## src/dlmc_pkg.sv

```systemverilog
// Shared constants and codes for the debounced LED mode controller.
package dlmc_pkg;

  // Default sizing
  localparam int LED_COUNT_DEF = 4;
  localparam int TIME_BITS_DEF = 32;

  // Configuration port
  localparam int CFG_W      = 16;
  localparam int CFG_ADDR_W = 1;

  localparam logic [CFG_ADDR_W-1:0] REG_DEBOUNCE = 1'd0;
  localparam logic [CFG_ADDR_W-1:0] REG_PERIOD   = 1'd1;

  localparam logic [CFG_W-1:0] DEBOUNCE_RST = 16'd20;
  localparam logic [CFG_W-1:0] PERIOD_RST   = 16'd200;

  // Input beat
  localparam int IN_DATA_W = 8;
  localparam int SW_W      = 2;
  localparam int NUM_SW    = 4;

  localparam logic CMD_TICK  = 1'b0;
  localparam logic CMD_PRESS = 1'b1;

  localparam logic [SW_W-1:0] SW_BLINK  = 2'd0;
  localparam logic [SW_W-1:0] SW_CHASE  = 2'd1;
  localparam logic [SW_W-1:0] SW_MANUAL = 2'd2;
  localparam logic [SW_W-1:0] SW_CLEAR  = 2'd3;

  // Modes
  localparam int MODE_W = 2;

  localparam logic [MODE_W-1:0] MODE_BLINK  = 2'd0;
  localparam logic [MODE_W-1:0] MODE_CHASE  = 2'd1;
  localparam logic [MODE_W-1:0] MODE_MANUAL = 2'd2;
  localparam logic [MODE_W-1:0] MODE_NONE   = 2'd3;

  // LED toggled by the manual switch
  localparam int LED_MANUAL = 2;

  // Result beat: led_bits, mode, press_accepted, timer_fired
  localparam int OUT_FLAG_W = MODE_W + 2;

endpackage

```

## src/debounced_led_mode_controller_core.sv

```systemverilog
// Debounced LED mode controller: tick/press stream in, LED status stream out.
//
// Input channel (in_*): one beat per event. in_tuser is the command
// (0 = time-base tick, 1 = switch press), in_tdata[1:0] the switch number.
// Output channel (out_*): exactly one beat per input beat, in order, carrying
// the LED bits, the mode, and flags for an accepted press and a timer expiry.
// Configuration (cfg_*): index 0 is the debounce window in ticks, index 1 the
// pattern period in ticks; write only while no beat is in flight.
//
// A beat taken into the input register is worked on from there, and its
// result is registered in the result register, which drives out_tvalid.
// Throughput is one beat per cycle while out_tready is high; the input
// register and the result register form a two-entry pipeline, so the input
// still takes a beat while a finished result waits for out_tready. With both
// stages full and out_tready low, in_tready drops and everything holds.
// Reset clears the tick counter, all press times, the LEDs and the timer,
// selects no mode, restores both configuration registers to 20 and 200 ticks
// and empties the pipeline.
module debounced_led_mode_controller_core #(
  parameter int LED_COUNT = dlmc_pkg::LED_COUNT_DEF,
  parameter int TIME_BITS = dlmc_pkg::TIME_BITS_DEF,
  parameter int OUT_W     = ((LED_COUNT + dlmc_pkg::OUT_FLAG_W + 7) / 8) * 8
) (
  input  logic                            clk,
  input  logic                            rst_n,
  // in_tdata: [1:0] switch number, rest zero
  input  logic [dlmc_pkg::IN_DATA_W-1:0]  in_tdata,
  // in_tuser: [0] command
  input  logic                            in_tuser,
  input  logic                            in_tvalid,
  output logic                            in_tready,
  // out_tdata: led_bits, mode, press_accepted, timer_fired, zero fill
  output logic [OUT_W-1:0]                out_tdata,
  output logic                            out_tvalid,
  input  logic                            out_tready,
  input  logic                            cfg_wr_en,
  input  logic [dlmc_pkg::CFG_ADDR_W-1:0] cfg_addr,
  input  logic [dlmc_pkg::CFG_W-1:0]      cfg_data
);
  import dlmc_pkg::*;

  localparam int IDX_W = $clog2(LED_COUNT);

  // Input stage
  logic                 s1_valid_r;
  logic                 s1_cmd_r;
  logic [SW_W-1:0]      s1_sw_r;

  // Controller state
  logic [TIME_BITS-1:0] tick_r;
  logic [TIME_BITS-1:0] tick_nxt;
  logic [TIME_BITS-1:0] last_r [NUM_SW];
  logic                 last_we;
  logic [MODE_W-1:0]    mode_r, mode_nxt;
  logic                 rev_r, rev_nxt;
  logic [IDX_W-1:0]     idx_r, idx_nxt;
  logic [LED_COUNT-1:0] led_r, led_nxt;
  logic                 armed_r, armed_nxt;
  logic [CFG_W-1:0]     rem_r, rem_nxt;
  logic [CFG_W-1:0]     deb_r;
  logic [CFG_W-1:0]     per_r;

  // Result stage
  logic                 out_valid_r;
  logic [OUT_W-1:0]     out_data_r;

  logic                 can_adv;
  logic                 step;
  logic [TIME_BITS-1:0] diff;
  logic                 accepted;
  logic                 fired;
  logic [CFG_W-1:0]     reload;
  logic [CFG_W-1:0]     rem_dec;
  logic [IDX_W-1:0]     idx_step;

  assign can_adv   = !out_valid_r || out_tready;
  assign step      = s1_valid_r && can_adv;
  assign in_tready = !s1_valid_r || can_adv;

  assign out_tvalid = out_valid_r;
  assign out_tdata  = out_data_r;

  assign reload  = (per_r == '0) ? CFG_W'(1) : per_r;
  assign rem_dec = (rem_r != '0) ? rem_r - CFG_W'(1) : '0;
  assign diff    = tick_r - last_r[s1_sw_r];

  // Next chase position
  always_comb begin
    if (!rev_r) begin
      idx_step = (idx_r == IDX_W'(LED_COUNT - 1)) ? '0 : idx_r + IDX_W'(1);
    end else begin
      idx_step = (idx_r == '0) ? IDX_W'(LED_COUNT - 1) : idx_r - IDX_W'(1);
    end
  end

  always_comb begin
    tick_nxt  = tick_r;
    mode_nxt  = mode_r;
    rev_nxt   = rev_r;
    idx_nxt   = idx_r;
    led_nxt   = led_r;
    armed_nxt = armed_r;
    rem_nxt   = rem_r;
    accepted  = 1'b0;
    fired     = 1'b0;
    last_we   = 1'b0;

    if (s1_cmd_r == CMD_TICK) begin
      tick_nxt = tick_r + TIME_BITS'(1);
      if (armed_r) begin
        rem_nxt = rem_dec;
        if (rem_dec == '0) begin
          fired = 1'b1;
          case (mode_r)
            MODE_BLINK: begin
              led_nxt   = led_r[0] ? '0 : '1;
              armed_nxt = 1'b1;
              rem_nxt   = reload;
            end
            MODE_CHASE: begin
              led_nxt   = (led_r & ~(LED_COUNT'(1) << idx_r)) |
                          (LED_COUNT'(1) << idx_step);
              idx_nxt   = idx_step;
              armed_nxt = 1'b1;
              rem_nxt   = reload;
            end
            MODE_MANUAL: begin
              led_nxt   = ~led_r;
              armed_nxt = 1'b1;
              rem_nxt   = reload;
            end
            default: begin
              armed_nxt = 1'b0;
              rem_nxt   = '0;
            end
          endcase
        end
      end
    end else if (diff >= TIME_BITS'(deb_r)) begin
      accepted = 1'b1;
      last_we  = 1'b1;
      case (s1_sw_r)
        SW_BLINK: begin
          mode_nxt  = MODE_BLINK;
          armed_nxt = 1'b1;
          rem_nxt   = reload;
        end
        SW_CHASE: begin
          mode_nxt  = MODE_CHASE;
          rev_nxt   = !rev_r;
          // reverse runs start at LED 0, forward runs wrap in from the top
          idx_nxt   = rev_r ? IDX_W'(LED_COUNT - 1) : '0;
          armed_nxt = 1'b1;
          rem_nxt   = reload;
        end
        SW_MANUAL: begin
          mode_nxt = MODE_MANUAL;
          led_nxt  = led_r ^ (LED_COUNT'(1) << LED_MANUAL);
        end
        default: begin
          led_nxt   = '0;
          armed_nxt = 1'b0;
          rem_nxt   = '0;
        end
      endcase
    end
  end

  always_ff @(posedge clk) begin
    if (!rst_n) begin
      s1_valid_r <= 1'b0;
    end else if (in_tready) begin
      s1_valid_r <= in_tvalid;
    end
  end

  always_ff @(posedge clk) begin
    if (in_tready && in_tvalid) begin
      s1_cmd_r <= in_tuser;
      s1_sw_r  <= in_tdata[SW_W-1:0];
    end
  end

  always_ff @(posedge clk) begin
    if (!rst_n) begin
      tick_r  <= '0;
      mode_r  <= MODE_NONE;
      rev_r   <= 1'b0;
      idx_r   <= '0;
      led_r   <= '0;
      armed_r <= 1'b0;
      rem_r   <= '0;
      for (int i = 0; i < NUM_SW; i++) begin
        last_r[i] <= '0;
      end
    end else if (step) begin
      tick_r  <= tick_nxt;
      mode_r  <= mode_nxt;
      rev_r   <= rev_nxt;
      idx_r   <= idx_nxt;
      led_r   <= led_nxt;
      armed_r <= armed_nxt;
      rem_r   <= rem_nxt;
      if (last_we) begin
        last_r[s1_sw_r] <= tick_r;
      end
    end
  end

  always_ff @(posedge clk) begin
    if (!rst_n) begin
      deb_r <= DEBOUNCE_RST;
      per_r <= PERIOD_RST;
    end else if (cfg_wr_en) begin
      case (cfg_addr)
        REG_DEBOUNCE: deb_r <= cfg_data;
        REG_PERIOD:   per_r <= cfg_data;
        default: ;
      endcase
    end
  end

  always_ff @(posedge clk) begin
    if (!rst_n) begin
      out_valid_r <= 1'b0;
    end else if (can_adv) begin
      out_valid_r <= s1_valid_r;
    end
  end

  always_ff @(posedge clk) begin
    if (step) begin
      out_data_r <= OUT_W'({fired, accepted, mode_nxt, led_nxt});
    end
  end

endmodule

```

## config.mk

```make
export PLATFORM = sky130hd
export DESIGN_NAME = debounced_led_mode_controller_core
export DESIGN_NICKNAME = d
export VERILOG_FILES = /design/src/dlmc_pkg.sv /design/src/debounced_led_mode_controller_core.sv
export SDC_FILE = /design/constraint.sdc
export NUM_CORES = 1
export LEC_CHECK = 0
export BUFFER_PORTS_ARGS = -buffer_cell sky130_fd_sc_hd__buf_4
export CAP_MARGIN = 20
export CORE_MARGIN = 4
export CORE_UTILIZATION = 45
export CTS_CLUSTER_DIAMETER = 150
export DETAILED_ROUTE_END_ITERATION = 7
export PLACE_DENSITY = 0.59
export SLEW_MARGIN = 20
export SYNTH_ARGS = -nofsm -noshare
export SYNTH_HDL_FRONTEND = slang
export SYNTH_SLANG_ARGS = --single-unit
```

## constraint.sdc

```tcl
create_clock -name clk -period 9.5 [get_ports clk]
set_input_delay 0.475 -clock clk [delete_from_list [all_inputs] [get_ports clk]]
set_output_delay 0.475 -clock clk [all_outputs]
set_load 0.02 [all_outputs]
```

Word level (Yosys, flattened, before mapping)
Memory sizes are Yosys's and may differ from the RTL's. A register that Yosys moved wholly into a read port is not among the register bits.
Cells that the tools add are included.

storage, ports and cells
  bits in registers = 103
  memory bits (writable) = 128
  output and inout bits = 10
  logic and storage cells = 113
  memories kept = 1

operators by class
  add/subtract/negate cells = 5
  order comparisons = 1
  equality and inequality tests = 8
  shift-type cells = 2
  mux-type cells = 46
  bitwise logic cells = 8
  reduce and logical (&&, ||, !) cells = 27

memory list
  name    words  bits a word  read ports  clocked after Yosys merged registers in  write ports  RTL line                                  RTL
  last_r  4      32           1           1                                        4            debounced_led_mode_controller_core.sv:52  logic [TIME_BITS-1:0] last_r [NUM_SW];

operators with widths
  operator                 count
  $mux W16                 7
  $add A32 B1 Y32 const B  1
  $ge A32 B16 Y1           1
  $logic_not A16 Y1        2
  $mux W32                 1
  $pmux W16 S2             1
  $reduce_or A32 Y1        1
  $sub A32 B32 Y32         1
  $mux W2                  14
  $mux W4                  5
  $reduce_bool A16 Y1      1
  $sub A16 B1 Y16 const B  1
  $mux W1                  14
  $pmux W4 S3              1
  $not A4 Y4               2
  $pmux W4 S2              1
  $reduce_and A4 Y1        2
  $shl A1 B2 Y4 const A    2
  $eq A2 B2 Y1 const B     3
  $logic_not A2 Y1         3
  $pmux W2 S3              1
  $reduce_and A2 Y1        3
  $reduce_and A6 Y1        1
  $reduce_bool A2 Y1       3
  other kinds (15)         25

Depth between registers and ports, before layout
Gate-level depths: netlist of the first run.

  word-level depth = 10
  depth in mapped cells = 25
  mapped depth without buffers = 21

Least setup slack after synthesis of the first run
Ideal clock, no wire load.

  path type = register to register
  start point = register (tool-made name)
  end point = memory last_r[2][0] (netlist bit), enable pin
  arrival time = 7.264 ns
  setup slack = 1.766 ns
  stages on the path, launching flop included = 24
  path buffers = 4
  clock period less this slack = 7.734 ns
  cell sequence = dfxtp_1 > clkbuf_1 > buf_1 > mux4_2 > ha_1 > fa_1 > nand2b_1 > a21o_1 > a21o_1 > a211oi_1 > nor2_1 > xnor2_1 > ha_1 > and4_1 > nor4b_1 > a211o_1 > nor4_1 > o2111a_1 > nand4_1 > or4_1 > buf_2 > buf_6 > nand2_1 > o31ai_1

RTL lines
  element    RTL line
  to (decl)  debounced_led_mode_controller_core.sv:52

==> results.md, run 1 <==
* Detailed Routing Iterations Pass 1 at 5
* Syn-to-layout area delta at 10.7%
* Seq/Total Area, Yosys at 0.457
* Number of global-route vias before repair at between 9000 and 10000
* Leakage at 5.67 nW
* Cells after Synth at 1333
* Worst Setup Path Type: flip-flop to flip-flop
* Wire per inst at between 15 and 20 um
* Max Freq at 140 MHz
* Synth top area cells: edfxtp_1 32%, dfxtp_1 14%, mux4_2 5.4%
* DRC at 0
* Post-synth top cells: 152 x nand2_1, 139 x edfxtp_1, 104 x and2_1
* N_diodes at 0
* Worst relative slew slack at 0.308
* Global-route wire length before repair at between 50 and 60 mm
* Crit path DAT at 7340 ps
* Critical path fanouts, max at 32
* Multi-input logic area at about 0.0066 mm^2
* Number of I/O port buffers at 34
* Worst hold start: in_tuser
* Remaining Overflow, GRT at 0
* Most frequent cell after synthesis: nand2_1
* Root buffer cell: clkbuf_16
* Max rail drop VDD at around 0.17 mV
* R2R setup slack at between 2000 and 2500 ps
* Worst skew pair latency at roughly 530 ps
* FP Rows at 62
* ANT nets after route at 0
* Initial antenna violation count at 0
* CTS H-tree depth at 1
* Synth cell types at a little under 80
* Clock buffer depth at 3
* I/O pins at 41
* Post-CTS Setup Repair Bufs at 0
* Max-cap violations at 0
* Seq. cell area at between 0.006 and 0.007 mm^2
* Die area at roughly 0.032 mm^2
* Vias per cell at 5.76
* Core Util, Final at 0.508
* CTS resizes at 0
* CTS tree: done
* Starting Density at 0.459
* Worst-margin pin slew at 1040 ps
* Period utilisation layout at 0.751
* CTS buffer count at 27
* Post-synthesis cell area at around 0.013 mm^2
* Minimum clock period at slightly above 7000 ps
* Layout cell share with drive strength beyond 1 at 0.119
* Top cell type's share of synthesized area at 0.315
* Vias after detailed routing at between 10000 and 15000
* Post-synth top flop: edfxtp_1
* Nets at 1423
* Syn Nets at 1420
* RePlAce Congestion at between 0.9 and 1
* Final setup violation count at 0
* Worst EP required at roughly 10000 ps
* # clock sinks at around 230
* Area leader, netlist: edfxtp_1
* Final Hold Fails at 0
* Crit path launch type: flip-flop
* Yosys warnings at 0
* Setup_tns at 0 ps
* Slew Limit Fails at 0
* DR iter-0 viols at 735
* GR Util All Layers at 0.199
* WL final at 33.1 mm
* FF+latch count, synth at roughly 230
* Core area at about 0.029 mm^2
* Post-synth ARST share at 0
* Min-Delay Path Class: input port to flip-flop
* Endpoint class of the critical path: flip-flop
* Cts hold-fix bufs at 0
* Status: completed
* Pwr dens at roughly 170 mW/mm^2
* Die span in y at around 180 um
* Skew final at ~17 ps
* RSZ-0062 raised after global routing: false
* Overall die width at about 180 um
* Synth Area per Inst at around 9.9 um^2
* Clk pin slew, worst setup/hold paths at 60 ps
* Final HPWL DP at 21.8 mm
* Pin count of the biggest net entering global routing at 85
* EDFF count, synth at ~140
* FILL cells at 2710
-- power by group --
part	total, W	switching [W]	internal, W
Sequential	0.00113	0.0000265	0.00111
Clock	0.00100	0.000406	0.000594
Combinational	0.000360	0.000218	0.000141
-- cell usage in the layout (no fill, tap or decap), types with 20 or more instances in the layout --
cell type  synthesis  final
nand2_1          152    152
edfxtp_1         139    139
and2_1           104    104
dfxtp_1           94     93
a21oi_1           90     90
nor2_1            86     85
inv_1             74     73
ha_1              55     55
buf_4              5     49
and3_1            44     44
xor2_1            37     37
o21ai_0           39     37
mux4_2            32     32
clkbuf_16          0     27
nor3_1            27     25
xnor2_1           20     20
-- final cells by class --
| cell class | instances | area share |
|---|---|---|
| repair buffers | 50 | 0.0258 |
| flip-flops and latches | 233 | 0.413 |
| well taps | 384 | 0.0328 |
| clock buffers | 38 | 0.0530 |
| clock inverters | 11 | 0.00589 |
| inverters | 74 | 0.0189 |
| multi-input cells | 950 | 0.451 |
-- sequential cells by signal (all words and copies together), names as in the netlist, 4 cells and up, named ones only --
signal / flops
tick_r: 32
last_r: 128
out_tdata: 8
per_r: 16
rem_r: 16
deb_r: 16
led_r: 4
-- kinds of logic after synthesis --
group	count (synthesis)	synth area share
compound gates	273	0.137
xor+xnor	57	0.0377
fa+ha+maj	56	0.0534
buf+inv	150	0.0500
flops	233	0.457
mux	41	0.0614
simple gates	523	0.203
-- per-stage QoR --
step | hold slack [ps] | instance area [um^2] | std cells | setup WS [ps] | power [W]
floorplan | 435 | 13300 | 1333 | 1770 | 0.00142
global placement | 445 | 13800 | 1690 | 2310 | 0.00151
detailed placement | 448 | 13800 | 1690 | 2400 | 0.00151
CTS | 131 | 14700 | 1739 | 2370 | 0.00251
global route | 131 | 14700 | 1740 | 1870 | 0.00261
finish | 142 | 14700 | 1740 | 2370 | 0.00249
-- critical path: stages, from the launching register on --
cell      delay (ps)
dfxtp_2          760
buf_4            470
mux4_2           550
inv_1             90
ha_1             290
a21oi_1          170
o21ai_0          160
a21oi_1          370
and2_1           270
xnor2_1          140
ha_1             260
and4_1           220
nor4b_1          160
a211o_1          290
nor4_1           300
o2111a_1         230
nand4_1          270
or4_1            960
nand2_1          400
o31ai_4           70
buf_4            330
-- per-layer routing --
layer,GRT usage,vias up,share of wire
li1,-,4857,-
met1,0.284,4877,0.46
met2,0.325,231,0.47
met3,0.0267,51,0.047
met4,0.0469,0,0.023
met5,0,-,0
-- worst paths after layout --
check | end | depth (start not counted)
worst max-delay path | last_r[2][31] | 20
worst min-delay path | s1_cmd_r | 1
worst max register to register | last_r[2][31] | 20
worst min register to register | deb_r[9] | 2
No activity file was read; power rests on OpenSTA's default activity.
==> run 2: changes to the inputs <==
--- a/config.mk
+++ b/config.mk
@@ -11,7 +11,7 @@
 export CORE_UTILIZATION = 45
 export CTS_CLUSTER_DIAMETER = 150
 export DETAILED_ROUTE_END_ITERATION = 7
-export PLACE_DENSITY = 0.59
+export PLACE_DENSITY = 0.61
 export SLEW_MARGIN = 20
 export SYNTH_ARGS = -nofsm -noshare
 export SYNTH_HDL_FRONTEND = slang
==> constraint.sdc (replaced) <==
create_clock -name clk -period 6.25 [get_ports clk]
set_input_delay 0.3125 -clock clk [delete_from_list [all_inputs] [get_ports clk]]
set_output_delay 0.3125 -clock clk [all_outputs]
set_load 0.02 [all_outputs]
==> run 2 against run 1 <==
Net effect:
- sequential power up 52%
- clock power up 63%
- hold slack worse by 120 ps
- highest routed layer unchanged
- critical endpoint is now last_r[0][17]
- clock-buffer cell count down 1
- non-clock buffer count up 10
==> results.md, run 2 (same netlist as run 1, synthesis figures left out) <==
* Endpoint class of the critical path: flip-flop
* Layout cell share with drive strength beyond 1 at 0.127 (+0.00855)
* Worst EP required at 6540 ps (-3170 ps)
* Max Freq at 170 MHz (+21%)
* Post-DP Area at 0.0139 mm^2 (+0.79%)
* Period utilisation layout at 0.940 (+0.189)
* Leakage at 5.76 nW (+1.6%)
* Post-CTS Setup Repair Bufs at 0 (unchanged)
* Final Cell Area at 0.0149 mm^2 (+1.5%)
* Final Hold Fails at 0 (unchanged)
* CTS tree: done
* Clock buffer depth at 3 (unchanged)
* Max rail drop VDD at 0.198 mV (+16%)
* Die span in y at 180 um (unchanged)
* Worst skew pair latency at 540 ps (about the same)
* Minimum clock period at 5880 ps (-1260 ps)
* Pin count of the biggest net entering global routing at 69 (-19%)
* Worst relative slew slack at 0.298 (-0.0101)
* DR iter-0 viols at 754 (+2.6%)
* Max-cap violations at 0 (unchanged)
* FP Rows at 62 (unchanged)
* Nets at 1433 (+0.70%)
* ANT nets after route at 0 (unchanged)
* Cts hold-fix bufs at 4 (+4)
* Most frequent cells in the layout: 152 x nand2_1, 139 x edfxtp_1, 104 x and2_1
* Crit path DAT at 6160 ps (-1180 ps)
* Slowest CP cell: mux4_2
* I/O pins at 41 (unchanged)
* Final HPWL DP at 22.0 mm (+1.1%)
* CTS H-tree depth at 1 (unchanged)
* Initial antenna violation count at 0 (unchanged)
* Status: completed
* Global-route wire length before repair at 53.4 mm (+0.81%)
* Syn-to-layout area delta at 12.3%
* Die area at 0.0323 mm^2 (unchanged)
* Total power at 0.00391 W (+57%)
* Skew final at 15.9 ps (-1.21 ps)
* WL final at 33.0 mm (-0.27%)
* Wire per inst at 18.8 um (-0.90%)
* Number of global-route vias before repair at 9727 (+1.9%)
* Core Util, Final at 0.516 (+0.00741)
* Remaining Overflow, GRT at 0 (unchanged)
* Setup WS pre-CTS at 443 ps (-1960 ps)
* PnR worst setup slack at 374 ps (-1990 ps)
* Max reg flops at 128 (unchanged)
* DRC at 0 (unchanged)
* R2R setup slack at 370 ps (-1990 ps)
* Starting Density at 0.459 (unchanged)
* Slew Limit Fails at 0 (unchanged)
* Critical path fanouts, max at 32 (unchanged)
* Final setup violation count at 0 (unchanged)
* Number of I/O port buffers at 34 (unchanged)
* WHS at 18.3 ps (-123 ps)
* Max incr delay on CP at 510 ps (-450 ps)
* Cell breakdown of the critical path: mux4_2 -> ha_1 -> fa_1 -> nand2b_1 -> a21o_1 -> a21o_1 -> a211oi_1 -> nor2_1 -> xnor2_1 -> ha_1 -> and4_1 -> nor4b_1 -> a211o_1 -> nor4_1 -> o2111a_1 -> nand4_1 -> nor4_4 -> buf_4 -> nor4_2 -> buf_12 -> and2_1
* Min-Delay Path Class: input port to flip-flop
* GR Util All Layers at 0.200 (+0.000647)
* Top reg by flops: last_r
* CTS resizes at 0 (unchanged)
* Pwr dens at 262 mW/mm^2 (+54%)
* RSZ-0062 raised after global routing: false
* Worst-margin pin slew at 1050 ps (+15.2 ps)
* CTS buffer count at 27 (unchanged)
* RePlAce Congestion at 0.897 (-2.9%)
* Most common cell after layout, fill and taps aside: nand2_1
* Top Registers: last_r: 128 flops, tick_r: 32 flops
* # clock sinks at 233 (unchanged)
* Detailed Routing Iterations Pass 1 at 5 (unchanged)
* Clk pin slew, worst setup/hold paths at 60 ps (about the same)
* Vias per cell at 5.71 (-0.75%)
* Root buffer cell: clkbuf_16
* Core area at 0.0289 mm^2 (unchanged)
* Vias after detailed routing at 10000 (-0.12%)
* Crit path launch type: flip-flop
* Overall die width at 180 um (unchanged)
* N_diodes at 0 (unchanged)
* Worst Setup Path Type: flip-flop to flip-flop
run 2: layer usage:
layer	vias to the layer above	wire [um]	GRT usage	share of wire
met5	-	0	0	0
met1	4908	15500	0.287	0.47
li1	4864	-	-	-
met3	39	1320	0.0251	0.040
met2	193	15500	0.326	0.47
met4	0	636	0.0454	0.019
run 2: area by class of cell:
class,count,area (um^2)
flip-flops and latches,233,6060
fillers,2645,14000
clock inverters,13,130
inverters,74,278
multi-input cells,950,6610
repair buffers,60,523
well taps,384,480
clock buffers,37,805
run 2: worst max-delay path: cells and delay by family, from the launching register on:
family | cells | cell delay (ps)
AOI/OAI and AO/OA | 5 | 1270
xor gates and xnor gates | 1 | 200
adders and majority gates | 3 | 890
buffers and inverters | 2 | 480
DFF | 1 | 400
muxes | 1 | 510
and+or+nand+nor | 9 | 1860
run 2: metrics by stage:
step                std cells  setup TNS (ps)
floorplan                1333          -32070
global placement         1697               0
detailed placement       1697               0
CTS                      1751               0
global route             1751               0
finish                   1751               0
run 2: path summary, 6_finish.rpt:
kind | cells past startpoint | endpoint | startpoint
hold reg to reg | 2 | per_r[0] | per_r[0]
setup / recovery | 21 | last_r[0][17] | flip-flop
setup reg to reg | 21 | last_r[0][17] | flip-flop
hold / removal | 3 | per_r[6] | cfg_data[6]
run 2: power by group:
| group | leakage [nW] | switching (W) | internal [W] | total, W |
|---|---|---|---|---|
| clock network | 0.459 | 0.000643 | 0.000983 | 0.00163 |
| registers | 2.17 | 0.0000349 | 0.00168 | 0.00172 |
| logic | 3.13 | 0.000338 | 0.000224 | 0.000562 |
==> run 3: changes to the inputs <==
--- a/config.mk
+++ b/config.mk
@@ -5,13 +5,13 @@
 export SDC_FILE = /design/constraint.sdc
 export NUM_CORES = 1
 export LEC_CHECK = 0
-export BUFFER_PORTS_ARGS = -buffer_cell sky130_fd_sc_hd__buf_4
 export CAP_MARGIN = 20
 export CORE_MARGIN = 4
 export CORE_UTILIZATION = 45
 export CTS_CLUSTER_DIAMETER = 150
 export DETAILED_ROUTE_END_ITERATION = 7
-export PLACE_DENSITY = 0.61
+export DONT_BUFFER_PORTS = 1
+export PLACE_DENSITY = 0.6
 export SLEW_MARGIN = 20
 export SYNTH_ARGS = -nofsm -noshare
 export SYNTH_HDL_FRONTEND = slang
==> run 3 against run 2 <==
Net effect:
- combinational power shrank 2%
- core utilization down 0.36 points
- routed wire length fell by 0.76%
- critical path depth is 1 lower
- maximum frequency is 0.41% higher
- first-iteration DRC count down 6.2%
- non-clock buffer count decreased by 15
- cell count is 0.91% lower
- register-to-register slack gained 20 ps
==> results.md, run 3 (same netlist as run 1, synthesis figures left out) <==
* Final HPWL DP at 21.8 mm (-1.1%)
* Vias after detailed routing at 9991 (-0.13%)
* DR iter-0 viols at 707 (-6.2%)
* CTS H-tree depth at 1 (unchanged)
* CTS buffer count at 27 (unchanged)
* Setup WS pre-CTS at 293 ps (-150 ps)
* Number of I/O port buffers at 0 (-100%)
* GR Util All Layers at 0.201 (+0.00172)
* Core area at 0.0289 mm^2 (unchanged)
* RSZ-0062 raised after global routing: false
* Layout cell share with drive strength beyond 1 at 0.103 (-0.0244)
* ANT nets after route at 0 (unchanged)
* Most frequent cells in the layout: 151 x nand2_1, 139 x edfxtp_1, 104 x and2_1
* Worst hold start: out_tready
* Final Hold Fails at 0 (unchanged)
* Pwr dens at 263 mW/mm^2 (about the same)
* Clock buffer depth at 3 (unchanged)
* Wire per inst at 18.9 um (+0.16%)
* Syn-to-layout area delta at 11.5%
* Number of global-route vias before repair at 9838 (+1.1%)
* Worst Setup Path Type: flip-flop to flip-flop
* Max Freq at 171 MHz (+0.41%)
* Starting Density at 0.459 (unchanged)
* N_diodes at 0 (unchanged)
* RePlAce Congestion at 0.977 (+9.0%)
* Reg-to-reg critical path endpoint: last_r[0][31]
* # clock sinks at 233 (unchanged)
* Period utilisation layout at 0.936 (-0.00387)
* Placed Instances at 1663 (-2.0%)
* R2R setup slack at 400 ps (+20 ps)
* Max rail drop VDD at 0.192 mV (-3.1%)
* Pin count of the biggest net entering global routing at 67 (-2.9%)
* Worst skew pair latency at 530 ps (about the same)
* Min-Delay Path Class: input port to flip-flop
* Die area at 0.0323 mm^2 (unchanged)
* CTS tree: done
* Hold Path Cell Cnt at 3 (unchanged)
* Slew Limit Fails at 0 (unchanged)
* Top Registers: last_r: 128 flops, tick_r: 32 flops
* Max-cap violations at 0 (unchanged)
* Worst relative slew slack at 0.320 (+0.0224)
* Minimum clock period at 5850 ps (-24.2 ps)
* Skew final at 19.3 ps (+3.45 ps)
* Nets at 1418 (-1.0%)
* Setup_tns at 0 ps (unchanged)
* Top reg by flops: last_r
* Max reg flops at 128 (unchanged)
* PnR worst setup slack at 398 ps (+24.2 ps)
* Hold EP: out_tvalid
* Overall die width at 180 um (unchanged)
* FP Rows at 62 (unchanged)
* Detailed Routing Iterations Pass 1 at 5 (unchanged)
* Status: completed
* Final setup violation count at 0 (unchanged)
* I/O pins at 41 (unchanged)
* Endpoint class of the critical path: flip-flop
* Crit path DAT at 6060 ps (-100 ps)
* Clk pin slew, worst setup/hold paths at 60 ps (about the same)
* Vias per cell at 5.76 (+0.79%)
* Die span in y at 180 um (unchanged)
* Worst-margin pin slew at 1020 ps (-32.5 ps)
* Most common cell after layout, fill and taps aside: nand2_1
* Remaining Overflow, GRT at 0 (unchanged)
* WL final at 32.7 mm (-0.76%)
* Initial antenna violation count at 0 (unchanged)
* Root buffer cell: clkbuf_16
* DRC at 0 (unchanged)
* Critical path fanouts, max at 32 (unchanged)
* Reg2reg path depth at 20 (-4.8%)
* Crit path launch type: flip-flop
* Finished Layout Cells at 1735 (-0.91%)
* Leakage at 5.66 nW (-1.7%)
* FILL cells at 2608 (-1.4%)
* Worst EP required at 6460 ps (-80 ps)
* Global-route wire length before repair at 54.1 mm (+1.1%)
[run 3: routing by layer]
layer / vias to the layer above / share of wire / global-route usage
met5: - / 0 / 0
met1: 4867 / 0.47 / 0.291
li1: 4834 / - / -
met2: 237 / 0.46 / 0.321
met3: 53 / 0.051 / 0.0319
met4: 0 / 0.022 / 0.0466
[run 3: how the worst max path moves through the flow]
stage	end	slack, ps	depth (start not counted)
finish	last_r[0][31]	400	20
global route	last_r[2][6]	40	25
CTS	last_r[2][31]	280	21
detailed placement	last_r[2][16]	290	20
global placement	last_r[2][16]	320	21
floorplan	last_r[2][0]	-500	23
[run 3: repair_timing]
action,4_1_cts,5_1_grt
hold buffers,22,0
gates resized for setup,0,4
endpoints found under the hold margin,46,0
buffers inserted,0,0
setup endpoints to repair,0,174
[run 3: cell type report]
type,instances,area [um^2],area share
multi-input combinational,950,6620,0.448
sequential,233,6060,0.410
clock buffer,35,758,0.0513
tap,384,480,0.0325
timing repair buffer,45,433,0.0293
inverter,74,278,0.0188
clock inverter,14,154,0.0104
[run 3: report_power, final]
| group | switching (W) | internal, W | leakage (nW) |
|---|---|---|---|
| combinational | 0.000330 | 0.000218 | 3.04 |
| clock | 0.000633 | 0.000978 | 0.453 |
| sequential | 0.0000390 | 0.00168 | 2.17 |
[run 3: through the flow]
step | total power, W | instance area, um^2 | hold WS, ps | util
2_1_floorplan | 0.00216 | 13300 | 411 | -
3_3_place_gp | 0.00228 | 13600 | 392 | 0.472
3_5_place_dp | 0.00228 | 13600 | 394 | 0.472
4_1_cts | 0.00391 | 14700 | 13.3 | 0.511
5_1_grt | 0.00406 | 14800 | 52.9 | 0.512
6_report | 0.00388 | 14800 | 28.4 | 0.512
[run 3: critical path, cell delays in order, from the launching register on]
cell	delay, ps
dfxtp_2	410
mux4_2	520
ha_1	220
fa_1	420
nand2b_1	180
a21o_1	200
a21o_1	190
a211oi_1	330
nor2_1	90
xnor2_1	200
ha_1	270
and4_1	170
nor4b_1	140
a211o_1	300
nor4_1	270
o2111a_1	210
nand4_1	170
or4_1	590
nand3_1	240
o21ai_4	60
buf_4	320
